File: config.mk
export PLATFORM = sky130hd
export DESIGN_NAME = ial_prep
export DESIGN_NICKNAME = d
export VERILOG_FILES = /design/src/integer_alu_with_poison_flags_assert.svh /design/src/ial_pkg.sv /design/src/ial_prep.sv
export SDC_FILE = /design/constraint.sdc
export NUM_CORES = 1
export LEC_CHECK = 0
export BUFFER_PORTS_ARGS = -buffer_cell sky130_fd_sc_hd__buf_2
export CAP_MARGIN = 10
export CORE_ASPECT_RATIO = 0.8
export CORE_MARGIN = 8
export CORE_UTILIZATION = 30
export CTS_CLUSTER_DIAMETER = 120
export DETAILED_ROUTE_END_ITERATION = 8
export GPL_ROUTABILITY_DRIVEN = 0
export PLACE_DENSITY = 0.53
export SLEW_MARGIN = 20
export SYNTH_ARGS = -nofsm -noshare
export SYNTH_HDL_FRONTEND = slang
export SYNTH_SLANG_ARGS = --single-unit
File: constraint.sdc
create_clock -name i_clk -period 13.2 [get_ports i_clk]
set_input_delay 1.32 -clock i_clk [delete_from_list [all_inputs] [get_ports i_clk]]
set_output_delay 1.32 -clock i_clk [all_outputs]
set_load 0.02 [all_outputs]
File: src/integer_alu_with_poison_flags_assert.svh
// ---------------------------------------------------------------------------
// Integer ALU assertion macros
// Implication helpers for the assertions of the top-level RTL file.
// ---------------------------------------------------------------------------
`ifndef INTEGER_ALU_WITH_POISON_FLAGS_ASSERT_SVH
`define INTEGER_ALU_WITH_POISON_FLAGS_ASSERT_SVH

// same-cycle implication, disabled while reset is held
`define IAL_ASSERT_IMP(lbl, clk, rst_n, ante, cons, msg) \
    lbl: assert property (@(posedge clk) disable iff (!rst_n) (ante) |-> (cons)) \
        else $error(msg);

// next-cycle implication, disabled while reset is held
`define IAL_ASSERT_NXT(lbl, clk, rst_n, ante, cons, msg) \
    lbl: assert property (@(posedge clk) disable iff (!rst_n) (ante) |=> (cons)) \
        else $error(msg);

`endif

File: src/ial_pkg.sv
// ---------------------------------------------------------------------------
// Integer ALU package
// Opcodes, stage records and sizes shared across the ALU pipeline.
// ---------------------------------------------------------------------------
`timescale 1ns / 1ps

package ial_pkg;

    localparam int DATA_W    = 64;
    localparam int MAX_WIDTH = 64;
    localparam int DIV_STEPS = DATA_W;
    // stage 1 prep, stage 2 execute, 64 divide steps, then the back stage
    localparam int LAST_PIPE = 2 + DIV_STEPS;
    localparam int MUL_MERGE = 4;

    typedef enum logic [4:0] {
        OP_ADD  = 5'd0,
        OP_SUB  = 5'd1,
        OP_MUL  = 5'd2,
        OP_AND  = 5'd3,
        OP_OR   = 5'd4,
        OP_XOR  = 5'd5,
        OP_SHL  = 5'd6,
        OP_LSHR = 5'd7,
        OP_ASHR = 5'd8,
        OP_UDIV = 5'd9,
        OP_UREM = 5'd10,
        OP_SDIV = 5'd11,
        OP_SREM = 5'd12,
        OP_EQ   = 5'd13,
        OP_NE   = 5'd14,
        OP_UGT  = 5'd15,
        OP_UGE  = 5'd16,
        OP_ULT  = 5'd17,
        OP_ULE  = 5'd18,
        OP_SGT  = 5'd19,
        OP_SGE  = 5'd20,
        OP_SLT  = 5'd21,
        OP_SLE  = 5'd22
    } t_op;

    typedef struct packed {
        logic [4:0]        op;
        logic [6:0]        bits;
        logic [DATA_W-1:0] mask;
        logic [DATA_W-1:0] top;
        logic [DATA_W-1:0] ul;
        logic [DATA_W-1:0] ur;
        logic [DATA_W-1:0] sl;
        logic [DATA_W-1:0] sr;
        logic              nuw;
        logic              nsw;
        logic              exact;
        logic              poison;
    } t_opnd;

    typedef struct packed {
        logic [4:0]        op;
        logic [DATA_W-1:0] mask;
        logic              exact;
        logic              poison;
        logic              trap;
        logic [DATA_W-1:0] res;
        logic [DATA_W-1:0] rem;
        logic [DATA_W-1:0] quo;
        logic [DATA_W-1:0] dvs;
        logic              neg_q;
        logic              neg_r;
    } t_item;

    typedef struct packed {
        logic [DATA_W-1:0] res;
        logic              pois;
    } t_mul_res;

    typedef struct packed {
        logic valid;
        logic en;
    } t_back_ctl;

    function automatic logic is_div_op(input logic [4:0] op);
        is_div_op = (op == OP_UDIV) || (op == OP_UREM) || (op == OP_SDIV) || (op == OP_SREM);
    endfunction

endpackage

File: src/ial_prep.sv
// ---------------------------------------------------------------------------
// Integer ALU operand preparation
// Clamps the width, builds the masks and reduces both operands.
// ---------------------------------------------------------------------------
`timescale 1ns / 1ps

module ial_prep import ial_pkg::*; #(
    parameter int MAX_WIDTH = ial_pkg::MAX_WIDTH
) (
    input  logic              i_clk,
    input  logic              i_en,
    input  logic [4:0]        i_op,
    input  logic [6:0]        i_width,
    input  logic [DATA_W-1:0] i_lhs,
    input  logic [DATA_W-1:0] i_rhs,
    input  logic              i_nuw,
    input  logic              i_nsw,
    input  logic              i_exact,
    input  logic              i_poison_in,
    output t_opnd             o_opnd
);

    t_opnd r_opnd;
    t_opnd n_opnd;

    always_comb begin
        logic [6:0] bits;
        if (i_width == 7'd0) begin
            bits = 7'd1;
        end else if (i_width > 7'(MAX_WIDTH)) begin
            bits = 7'(MAX_WIDTH);
        end else begin
            bits = i_width;
        end
        n_opnd.op     = i_op;
        n_opnd.bits   = bits;
        n_opnd.mask   = {DATA_W{1'b1}} >> (7'(DATA_W) - bits);
        n_opnd.top    = {{(DATA_W-1){1'b0}}, 1'b1} << (bits - 7'd1);
        n_opnd.ul     = i_lhs & n_opnd.mask;
        n_opnd.ur     = i_rhs & n_opnd.mask;
        n_opnd.sl     = n_opnd.ul | (((n_opnd.ul & n_opnd.top) != '0) ? ~n_opnd.mask : '0);
        n_opnd.sr     = n_opnd.ur | (((n_opnd.ur & n_opnd.top) != '0) ? ~n_opnd.mask : '0);
        n_opnd.nuw    = i_nuw;
        n_opnd.nsw    = i_nsw;
        n_opnd.exact  = i_exact;
        n_opnd.poison = i_poison_in;
    end

    always_ff @(posedge i_clk) begin
        if (i_en) begin
            r_opnd <= n_opnd;
        end
    end

    assign o_opnd = r_opnd;

endmodule

==> results.py <==
metrics = {
    "clocking": {
        "clock-sinks": 400,
        "post_cts_resized": 0,
        "clk_pin_slew_ns": 0.06,
        "postCtsSetupBuffers": 0,
        "holdBufCountCts": 0,
        "cts-root-buf": "clkbuf_16",
        "cts_max_path_buffers": 3,
        "cts_buffers": 45,
        "cts_tree": "yes",
        "htreeDepth": 2,
    },
    "sta": {
        "layout_min_cycle_time_ns": 6.880,
        "finalMaxSlewViolations": 0,
        "finalSetupTns_ns": 0,
        "tightestPinTransition_ns": 1.130,
        "hold_violations": 0,
        "layout_worst_path_cycle_share_pct": 52.12,
        "fmax_ghz": 0.1453,
        "rsz0062_at_grt": "no",
        "relSlewSlack_pct": 23.99,
        "setup_viol": 0,
    },
    "floorplan": {
        "num_io_pins": 546,
        "row_count": 78,
        "start_util_pct": 30.16,
        "die_x_um": 282.0,
        "die_h_um": 228.8,
        "dieArea_um2": 64530,
        "core-area_um2": 56310,
    },
    "synthesis": {
        "synth_warnings": 0,
        "ys_seq_area_share_pct": 70.72,
        "yosys-top-cells-area": "edfxtp_1 (71%), and2_1 (3.8%), nor2_1 (3.4%)",
        "yosys.area.top_type_share_pct": 70.72,
        "syn_inst": 1268,
        "ys_ff_latch": 400,
        "synth_top_area_cell": "edfxtp_1",
        "syn_nets": 1421,
        "synth_flop_cell": "edfxtp_1",
        "synth_edf_count": 400,
        "netlist_area_um2": 16980,
        "synthArstFlopShare_pct": 0,
        "syn_avg_cell_area_um2": 13.39,
        "yosysUniqueCellTypes": 78,
    },
    "setup_path": {
        "path_max_fanout": 42,
        "cp.required_ns": 13.60,
        "arrival_ns": 7.28,
        "start_kind": "primary input",
        "worstSetupEndpointType": "flip-flop",
        "path_class": "primary input to flip-flop",
    },
    "layout": {
        "layout_common_cells": "buf_2 (544), edfxtp_1 (400), nor2_1 (153)",
        "ff_latch_area_um2": 12010,
        "fin_nets": 1969,
        "layout_commonest_cell": "buf_2",
        "multi_input_area_um2": 4498,
        "area_delta_synth_final_pct": 29.33,
        "fin_cells": 2607,
        "largest_register_ff_count": 400,
        "drive_above_1_share_pct": 35.76,
        "fill_cells": 5568,
    },
    "grt": {
        "grt_pass1_wl_um": 102300,
        "antenna_found_initial": 11,
        "grt_pass1_vias": 13627,
        "track_usage_pct": 21.85,
        "grt_start_max_net_pins": 126,
        "grt_remaining_overflow": 0,
    },
    "power": {
        "clock_power_share_pct": 34.1,
        "internal-power_mw": 2.439,
        "power_switching_mw": 1.065,
        "switching_share_pct": 30.39,
        "power.leakage_nw": 8.886,
        "ir_drop_v": 0.00009896,
        "p_seq_share_pct": 46.0,
        "combPwrFrac_pct": 19.9,
        "cellPowerDensity_nw_per_um2": 159.5,
    },
    "placed_design": {
        "port_buffers": 545,
        "dp_cells": 2529,
        "post-dp-hpwl_um": 56170,
    },
    "detailed_routing": {
        "drtPass1Iterations": 6,
        "ant_nets": 0,
        "finalWirelength_um": 73890,
        "route.vias.total": 13421,
        "wl_per_cell_um": 28.34,
        "drc_errors": 0,
        "via_per_inst": 5.148,
        "drt-initial-drc-count": 1458,
    },
    "outcome": {
        "status": "finished clean",
    },
    "hold_path": {
        "min-delay-path-class": "primary input to flip-flop",
        "hold_depth": 1,
        "hold_start": "i_nuw",
        "whs_endpoint": "o_opnd[3]$_DFFE_PP_",
    },
    "job": {
        "cap_viol_max_count": 0,
    },
}
metal layers:
layer  up-vias  part of all wire, %  track usage, %
li1       5824                    -               -
met1      6758                   40           27.95
met2       701                   46           34.86
met3       128                   11           7.764
met4        10                  2.6           5.850
met5         -                0.091               0
area by class of cell:
type	instances	area share, %
inverters	71	1.213
clock inverters	19	0.8374
repair buffers	564	13.11
flip-flops and latches	400	54.69
clock buffers	55	5.298
multi-input cells	734	20.48
well taps	760	4.329
diodes	4	0.04557
cells in the mapped netlist (7+ instances only):
master,count
a21oi_1,48
a22oi_1,10
a31oi_1,46
and2_1,102
and3_1,30
buf_2,14
clkbuf_1,38
edfxtp_1,400
ha_1,7
inv_1,67
mux2i_1,33
nand2_1,52
nand3_1,25
nand4_1,7
nor2_1,154
nor2b_1,10
nor3_1,20
nor4_1,11
o21ai_0,35
o21bai_1,32
or2_2,7
power groups by stage:
stage	logic, mW	registers, mW	clock network, mW
final	0.696	1.61	1.20
after global routing	0.732	1.63	1.26
after CTS	0.699	1.61	1.23
after detailed placement	0.697	1.64	0
after global placement	0.691	1.64	0
after floorplan	0.194	1.80	0
stage by stage:
| stage | total power, mW | hold slack, ns | cell area, µm² | utilization, % | worst slack (ns) |
|---|---|---|---|---|---|
| 3_5_place_dp | 2.336 | 1.498 | 20600 | 36.58 | 5.794 |
| 4_1_cts | 3.539 | 0.8953 | 21950 | 38.97 | 6.368 |
| 3_3_place_gp | 2.328 | 1.497 | 20580 | 36.56 | 6.027 |
| 2_1_floorplan | 1.998 | 1.419 | 16980 | - | 7.463 |
| 5_1_grt | 3.619 | 0.9070 | 21960 | 39.00 | 6.017 |
| 6_report | 3.504 | 0.9327 | 21960 | 39.01 | 6.320 |
kinds of logic after synthesis:
logic type	synth area share [%]
buf+inv	3.219
flops	70.72
compound gates	9.548
simple gates	13.84
xor+xnor	0.1474
mux	2.011
fa+ha+maj	0.5157
worst max-delay path: stages:
cell	delay (ns)
buf_2	0.42
clkinv_1	0.39
nand2_1	0.27
ha_1	0.43
inv_1	0.09
ha_2	0.32
buf_4	0.49
nand2_1	0.63
nor2_1	1.00
a22oi_1	0.15
a21oi_1	0.40
a211o_1	0.21
nor4_4	0.06
buf_4	0.31
and3_1	0.21
buf_4	0.24
a31oi_1	0.23
worst max-delay path by stage:
stage | startpoint | endpoint
6_report | i_width[6] | o_opnd[124]$_DFFE_PP_
5_1_grt | i_width[6] | o_opnd[121]$_DFFE_PP_
4_1_cts | i_width[6] | o_opnd[121]$_DFFE_PP_
3_5_place_dp | i_width[6] | o_opnd[124]$_DFFE_PP_
3_3_place_gp | i_width[6] | o_opnd[124]$_DFFE_PP_
2_1_floorplan | i_width[4] | o_opnd[23]$_DFFE_PP_
(Power assumes the default switching activity.)
