[config.mk]
export PLATFORM = sky130hd
export DESIGN_NAME = ial_div_step
export DESIGN_NICKNAME = d
export VERILOG_FILES = /design/src/integer_alu_with_poison_flags_assert.svh /design/src/ial_pkg.sv /design/src/ial_div_step.sv
export SDC_FILE = /design/constraint.sdc
export NUM_CORES = 1
export LEC_CHECK = 0
export ABC_AREA = 1
export BUFFER_PORTS_ARGS = -buffer_cell sky130_fd_sc_hd__buf_2
export CAP_MARGIN = 20
export CORE_MARGIN = 10
export CORE_UTILIZATION = 25
export CTS_CLUSTER_SIZE = 16
export DETAILED_ROUTE_END_ITERATION = 8
export HOLD_SLACK_MARGIN = 0.08
export PLACE_DENSITY = 0.53
export SYNTH_ARGS = -nofsm -noshare
export SYNTH_HDL_FRONTEND = slang
export SYNTH_SLANG_ARGS = --single-unit
[constraint.sdc]
create_clock -name i_clk -period 3.5 [get_ports i_clk]
set_clock_uncertainty 0.2 [all_clocks]
set_input_delay 0.7 -clock i_clk [delete_from_list [all_inputs] [get_ports i_clk]]
set_output_delay 0.7 -clock i_clk [all_outputs]
set_load 0.1 [all_outputs]
[src/integer_alu_with_poison_flags_assert.svh]
// ---------------------------------------------------------------------------
// Integer ALU assertion macros
// Implication helpers for the assertions of the top-level RTL file.
// ---------------------------------------------------------------------------
`ifndef INTEGER_ALU_WITH_POISON_FLAGS_ASSERT_SVH
`define INTEGER_ALU_WITH_POISON_FLAGS_ASSERT_SVH

// same-cycle implication, disabled while reset is held
`define IAL_ASSERT_IMP(lbl, clk, rst_n, ante, cons, msg) \
    lbl: assert property (@(posedge clk) disable iff (!rst_n) (ante) |-> (cons)) \
        else $error(msg);

// next-cycle implication, disabled while reset is held
`define IAL_ASSERT_NXT(lbl, clk, rst_n, ante, cons, msg) \
    lbl: assert property (@(posedge clk) disable iff (!rst_n) (ante) |=> (cons)) \
        else $error(msg);

`endif

[src/ial_pkg.sv]
// ---------------------------------------------------------------------------
// Integer ALU package
// Opcodes, stage records and sizes shared across the ALU pipeline.
// ---------------------------------------------------------------------------
`timescale 1ns / 1ps

package ial_pkg;

    localparam int DATA_W    = 64;
    localparam int MAX_WIDTH = 64;
    localparam int DIV_STEPS = DATA_W;
    // stage 1 prep, stage 2 execute, 64 divide steps, then the back stage
    localparam int LAST_PIPE = 2 + DIV_STEPS;
    localparam int MUL_MERGE = 4;

    typedef enum logic [4:0] {
        OP_ADD  = 5'd0,
        OP_SUB  = 5'd1,
        OP_MUL  = 5'd2,
        OP_AND  = 5'd3,
        OP_OR   = 5'd4,
        OP_XOR  = 5'd5,
        OP_SHL  = 5'd6,
        OP_LSHR = 5'd7,
        OP_ASHR = 5'd8,
        OP_UDIV = 5'd9,
        OP_UREM = 5'd10,
        OP_SDIV = 5'd11,
        OP_SREM = 5'd12,
        OP_EQ   = 5'd13,
        OP_NE   = 5'd14,
        OP_UGT  = 5'd15,
        OP_UGE  = 5'd16,
        OP_ULT  = 5'd17,
        OP_ULE  = 5'd18,
        OP_SGT  = 5'd19,
        OP_SGE  = 5'd20,
        OP_SLT  = 5'd21,
        OP_SLE  = 5'd22
    } t_op;

    typedef struct packed {
        logic [4:0]        op;
        logic [6:0]        bits;
        logic [DATA_W-1:0] mask;
        logic [DATA_W-1:0] top;
        logic [DATA_W-1:0] ul;
        logic [DATA_W-1:0] ur;
        logic [DATA_W-1:0] sl;
        logic [DATA_W-1:0] sr;
        logic              nuw;
        logic              nsw;
        logic              exact;
        logic              poison;
    } t_opnd;

    typedef struct packed {
        logic [4:0]        op;
        logic [DATA_W-1:0] mask;
        logic              exact;
        logic              poison;
        logic              trap;
        logic [DATA_W-1:0] res;
        logic [DATA_W-1:0] rem;
        logic [DATA_W-1:0] quo;
        logic [DATA_W-1:0] dvs;
        logic              neg_q;
        logic              neg_r;
    } t_item;

    typedef struct packed {
        logic [DATA_W-1:0] res;
        logic              pois;
    } t_mul_res;

    typedef struct packed {
        logic valid;
        logic en;
    } t_back_ctl;

    function automatic logic is_div_op(input logic [4:0] op);
        is_div_op = (op == OP_UDIV) || (op == OP_UREM) || (op == OP_SDIV) || (op == OP_SREM);
    endfunction

endpackage

[src/ial_div_step.sv]
// ---------------------------------------------------------------------------
// Integer ALU divide step
// One restoring quotient bit per stage; other items pass through.
// ---------------------------------------------------------------------------
`timescale 1ns / 1ps

module ial_div_step import ial_pkg::*; (
    input  logic  i_clk,
    input  logic  i_en,
    input  t_item i_item,
    output t_item o_item
);

    t_item r_item;
    t_item n_item;

    always_comb begin
        logic [DATA_W:0] trial;
        n_item = i_item;
        trial  = {i_item.rem, i_item.quo[DATA_W-1]} - {1'b0, i_item.dvs};
        if (!trial[DATA_W]) begin
            n_item.rem = trial[DATA_W-1:0];
            n_item.quo = {i_item.quo[DATA_W-2:0], 1'b1};
        end else begin
            n_item.rem = {i_item.rem[DATA_W-2:0], i_item.quo[DATA_W-1]};
            n_item.quo = {i_item.quo[DATA_W-2:0], 1'b0};
        end
    end

    always_ff @(posedge i_clk) begin
        if (i_en) begin
            r_item <= n_item;
        end
    end

    assign o_item = r_item;

endmodule

==> metrics, run 1 <==
drt drc 0; die width 282 um; Switching Fraction 42.1%; PwrDens 597 nW/um^2; Synth Area in XOR/XNOR 1.58%; Seq/Total Area, Yosys 57.8%; post-synthesis mux area share 0%; Final setup viols 0; area grow syn2layout 37.6%; Post-CTS Resized 0; Psw 5920 uW; Post-DRT Antenna Nets 0; antenna violations before repair 44; slowest stage cell, crit path fa_1; Final Hold Vio Count 0; Clock Power Share 30.6%; clock buffer depth 3; Worst Path Max Fanout 65; post-synth net total 2331; ys async rst share 0%; Worst Setup End Kind flop; CP startpoint kind input port; Post CTS Setup Buffer Count 0; Pint 8150 uW; die height 282 um; Vias 15.4k; Final Max Slew Viols 0; Tcrit/Tclk final 79.9%; crit path setup slack, layout 0.702 ns; Post-Syn Area 17100 um^2; CP peak stage delay 0.46 ns; top cell type's share of synthesized area 57.8%; Max H-tree Level 2; slew at the pin with the worst max-slew slack 0.686 ns; status completed; Core Rows 95; largest net degree at the start of global routing 66; Seq pwr share 34.7%; Seq cells post-synth 330; Synth area leaders edfxtp_1, nand2_1, inv_1; worst path bufs/invs 4; relative slew slack 54.6%; Final HPWL DP 71000 um; adder-cell share of the synthesized area 4.79%; final RePlAce weighted congestion 1.02; dpl cell area 21700 um^2; drt wl/cell 23.0 um; compound-gate portion of the synthesized area 2.02%; Pleak 0.0122 uW; Largest register FFs 330; peak supply drop 0.303 mV; gr usage total 20.0%; Critical Path, Cell by Cell buf_2 > inv_1 > ha_1 > fa_1 > inv_1 > nand2_1 > nand2_1 > nand3_1 > nand2_2 > nand2_1 > nand2_2 > nand2_1 > nand2_2 > nand2_2 > nand2_2 > nand2_2 > nand2_2 > buf_12 > nand2_1 > nand2_1; Fmax achieved 357 MHz; CP most frequent cell nand2_2; clk sinks 330; I/O pins 662; layout cells sized above 1 29.2%; largest family of logic cells by synthesized area simple AND/OR/NAND/NOR gates; number of library cell types mapped by synthesis 31; ys flop type edfxtp_1; GRT overflow 0; RSZ-0062 raised after global routing false; Max-Cap Viols 0; Crit Path Category input port to flop; Final Core Density 34.9%; Critical Path AT 3.02 ns; PortBufs 661; number of global-route vias before repair 15.4k; initial DRC count 933; CTS tree done; Via-to-Cell Ratio 4.26; kind of cell adding the most delay to the critical path simple AND/OR/NAND/NOR gates; setup_tns 0 ns; die area 79400 um^2; critical path data required time 3.72 ns; Syn Inst Count 1934; Core Region 67500 um^2; Tightest Hold Check Type input port to flop; combinational fraction of design power 34.7%; Post-synth EDFFs 330; clock buffer count from CTS 41; min Tclk post-route 2.80 ns; clock transition at the registers of the reported paths 0.06 ns; mean area per synthesized cell 8.86 um^2; DR pass1 iterations 6; clk root buf clkbuf_16; Final Cell Area 23600 um^2; Post-CTS Hold Fix Bufs 49; post-place setup slack 0.116 ns; simple-gate share of the synthesized area 24.4%; cell taking the most area after synthesis edfxtp_1; Yosys warnings 0; nets 3100; Starting Density 25.4%; final WL 83300 um; global-route wire length before repair 113000 um
==> Yosys cell counts (2+ instances only) <==
cell / instances
a21oi_1: 53
nand2_2: 29
buf_8: 2
buf_2: 6
o21ai_0: 4
nor3_1: 12
xor2_1: 30
nor4_1: 3
inv_2: 4
nand4_1: 17
nor2_1: 103
nand2_1: 788
nand3_1: 70
inv_1: 388
o21bai_1: 8
ha_1: 64
and3_1: 2
edfxtp_1: 330
buf_12: 3
nor2_2: 7
==> power by group through the flow <==
stage | sequential (uW) | combinational [uW] | clock (uW)
2_1_floorplan | 7600 | 980 | 0
3_3_place_gp | 4960 | 4870 | 0
3_5_place_dp | 4970 | 4880 | 0
4_1_cts | 4890 | 4940 | 4450
5_1_grt | 4920 | 5130 | 4580
6_report | 4880 | 4880 | 4300
==> area by class of cell <==
type,instances,area (um^2)
fill,7195,43900
sequential,330,9910
multi-input combinational,1198,5610
timing repair buffer,739,4110
inverter,393,1480
tap,873,1090
clock buffer,43,1030
clock inverter,31,303
antenna,14,35.0
==> placed cells by master (no fill, tap or decap), drive strengths merged, types with 14 or more instances in the layout <==
master	n
nand2	818
a21oi	53
xor2	30
nor2	111
diode	14
edfxtp	330
ha	64
clkbuf	43
buf	690
nand4	17
inv	396
clkinv	20
dlygate4sd3	49
nand3	70
==> path summary, 6_finish.rpt <==
| path | from | end | slack [ns] | cells past startpoint |
|---|---|---|---|---|
| min | i_item[277] | o_item[277]$_DFFE_PP_ | 0.11 | 1 |
| max | i_item[129] | o_item[162]$_DFFE_PP_ | 0.70 | 20 |
==> layer usage <==
layer  GRT usage, %  vias up  part of all wire (%)
met2           37.6      532                    53
met1           20.7     7107                    35
met3           5.51      136                   7.5
met5              0        -                  0.23
met4           7.84       28                   4.2
li1               -     7612                     -
==> logic make-up after synthesis <==
group                      Yosys count
DFF                                330
buffers and inverters              406
xor gates and xnor gates            31
and+or+nand+nor                   1037
adders and majority gates           65
AOI/OAI and AO/OA                   65
==> metrics by stage <==
stage / cells / total power, uW / hold WS, ns
2_1_floorplan: 1934 / 8580 / 0.599
3_3_place_gp: 3484 / 9840 / 0.676
3_5_place_dp: 3484 / 9850 / 0.678
4_1_cts: 3607 / 14300 / 0.0801
5_1_grt: 3612 / 14600 / 0.0828
6_report: 3621 / 14100 / 0.112
Note: power is estimated with default switching activity, not from simulation.
==> inputs of run 2 (changes only) <==
- clock period: 3.5 -> 2.8 ns (I/O delays scaled with it)
==> metrics, run 2 (synthesis gave the netlist of run 1 again) <==
drt drc 0; CP peak stage delay 0.61 ns; Pleak 0.0145 uW; register area 9910 um^2; kind of cell adding the most delay to the critical path buffers and inverters; clk sinks 330; nets 3611; clock transition at the registers of the reported paths 0.05 ns; Worst Path Max Fanout 5; Critical Path AT 2.85 ns; PwrDens 647 nW/um^2; gr usage total 21.4%; Via-to-Cell Ratio 4.25; critical path data required time 2.92 ns; layout cells sized above 1 32.5%; Final Core Density 41.8%; Psw 7680 uW; Largest register FFs 330; die area 79400 um^2; final WL 90300 um; I/O pins 662; final RePlAce weighted congestion 0.983; Switching Fraction 42.1%; relative slew slack 55.0%; clock buffer depth 3; Post-DRT Antenna Nets 0; Final Hold Vio Count 0; number of global-route vias before repair 17.6k; min Tclk post-route 2.73 ns; initial DRC count 946; PnR Total Power 18300 uW; clock buffer count from CTS 40; Max-Cap Viols 0; Pint 10600 uW; worst path bufs/invs 5; clk root buf clkbuf_16; largest net degree at the start of global routing 55; Final setup viols 0; die width 282 um; Filler cells 6897; GRT overflow 0; die height 282 um; Tcrit/Tclk final 97.5%; CTS tree done; PortBufs 661; Core Rows 95; CP startpoint kind input port; Final Max Slew Viols 0; setup_tns 0 ns; Starting Density 25.4%; peak supply drop 0.491 mV; area of the multi-input gates 5720 um^2; Critical Path, Cell by Cell dlygate4sd3_1 > ha_4 > nand2_1 > inv_2 > nand2_4 > nor3_2 > a21oi_2 > buf_4 > buf_4 > nand3_4 > nand2_8 > clkbuf_16 > nand2_1 > nand2_1; area grow syn2layout 64.6%; commonest non-fill, non-tap cell in the layout nand2_1; status completed; RSZ-0062 raised after global routing false; Core Region 67500 um^2; antenna violations before repair 36; global-route wire length before repair 122000 um; Max H-tree Level 2; Crit Path Category input port to flop; Vias 17.6k; slew at the pin with the worst max-slew slack 0.679 ns; Tightest Hold Check Type input port to flop; Fmax achieved 366 MHz; Seq pwr share 33.5%; Final HPWL DP 73000 um; Worst Setup End Kind flop; Clock Power Share 28.4%; CP most frequent cell nand2_1; combinational fraction of design power 38.1%; DR pass1 iterations 7; slowest stage cell, crit path dlygate4sd3_1; most frequent cells in the layout nand2_1, buf_2, inv_1; drt wl/cell 21.8 um
==> run 2: what timing repair did <==
action / in CTS / in global routing
buffers inserted: 0 / 3
hold endpoints to repair: 311 / 0
hold buffers: 311 / 0
setup endpoints to repair: 0 / 65
gates resized for setup: 0 / 21
==> run 2: routing by layer <==
layer | GRT usage, % | vias up | wire [um]
met1 | 21.2 | 8096 | 31000
met5 | 0 | - | 181
met3 | 6.65 | 181 | 7080
met4 | 10.2 | 28 | 4900
li1 | - | 8652 | -
met2 | 39.9 | 606 | 47100
==> run 2: power groups by stage <==
| stage | registers [uW] | logic [uW] | clock network [uW] |
|---|---|---|---|
| global placement | 6200 | 6490 | 0 |
| floorplan | 9500 | 1230 | 0 |
| CTS | 6110 | 6890 | 5350 |
| detailed placement | 6210 | 6510 | 0 |
| finish | 6120 | 6960 | 5180 |
| global route | 6160 | 7290 | 5540 |
==> run 2: final timing paths <==
kind,start,endpoint,slack [ns],depth (start not counted)
worst max-delay path,i_item[185],o_item[139]$_DFFE_PP_,0.07,14
worst min-delay path,i_item[58],o_item[58]$_DFFE_PP_,0.11,1
==> run 2: stage by stage <==
step	instances	setup slack (ns)	area (um^2)	hold WS [ns]
2_1_floorplan	1934	0.0514	17100	0.459
3_3_place_gp	3725	-0.272	23500	0.536
3_5_place_dp	3725	-0.319	23500	0.538
4_1_cts	4110	0.0236	27900	0.0861
5_1_grt	4128	0.00166	28200	0.0942
6_report	4137	0.0706	28200	0.110
==> run 2: final cells by class <==
type / instances / area share, %
antenna: 18 / 0.160
clock buffer: 49 / 3.74
clock inverter: 25 / 0.776
inverter: 393 / 5.23
multi-input combinational: 1199 / 20.3
sequential: 330 / 35.1
tap: 873 / 3.87
timing repair buffer: 1250 / 30.8
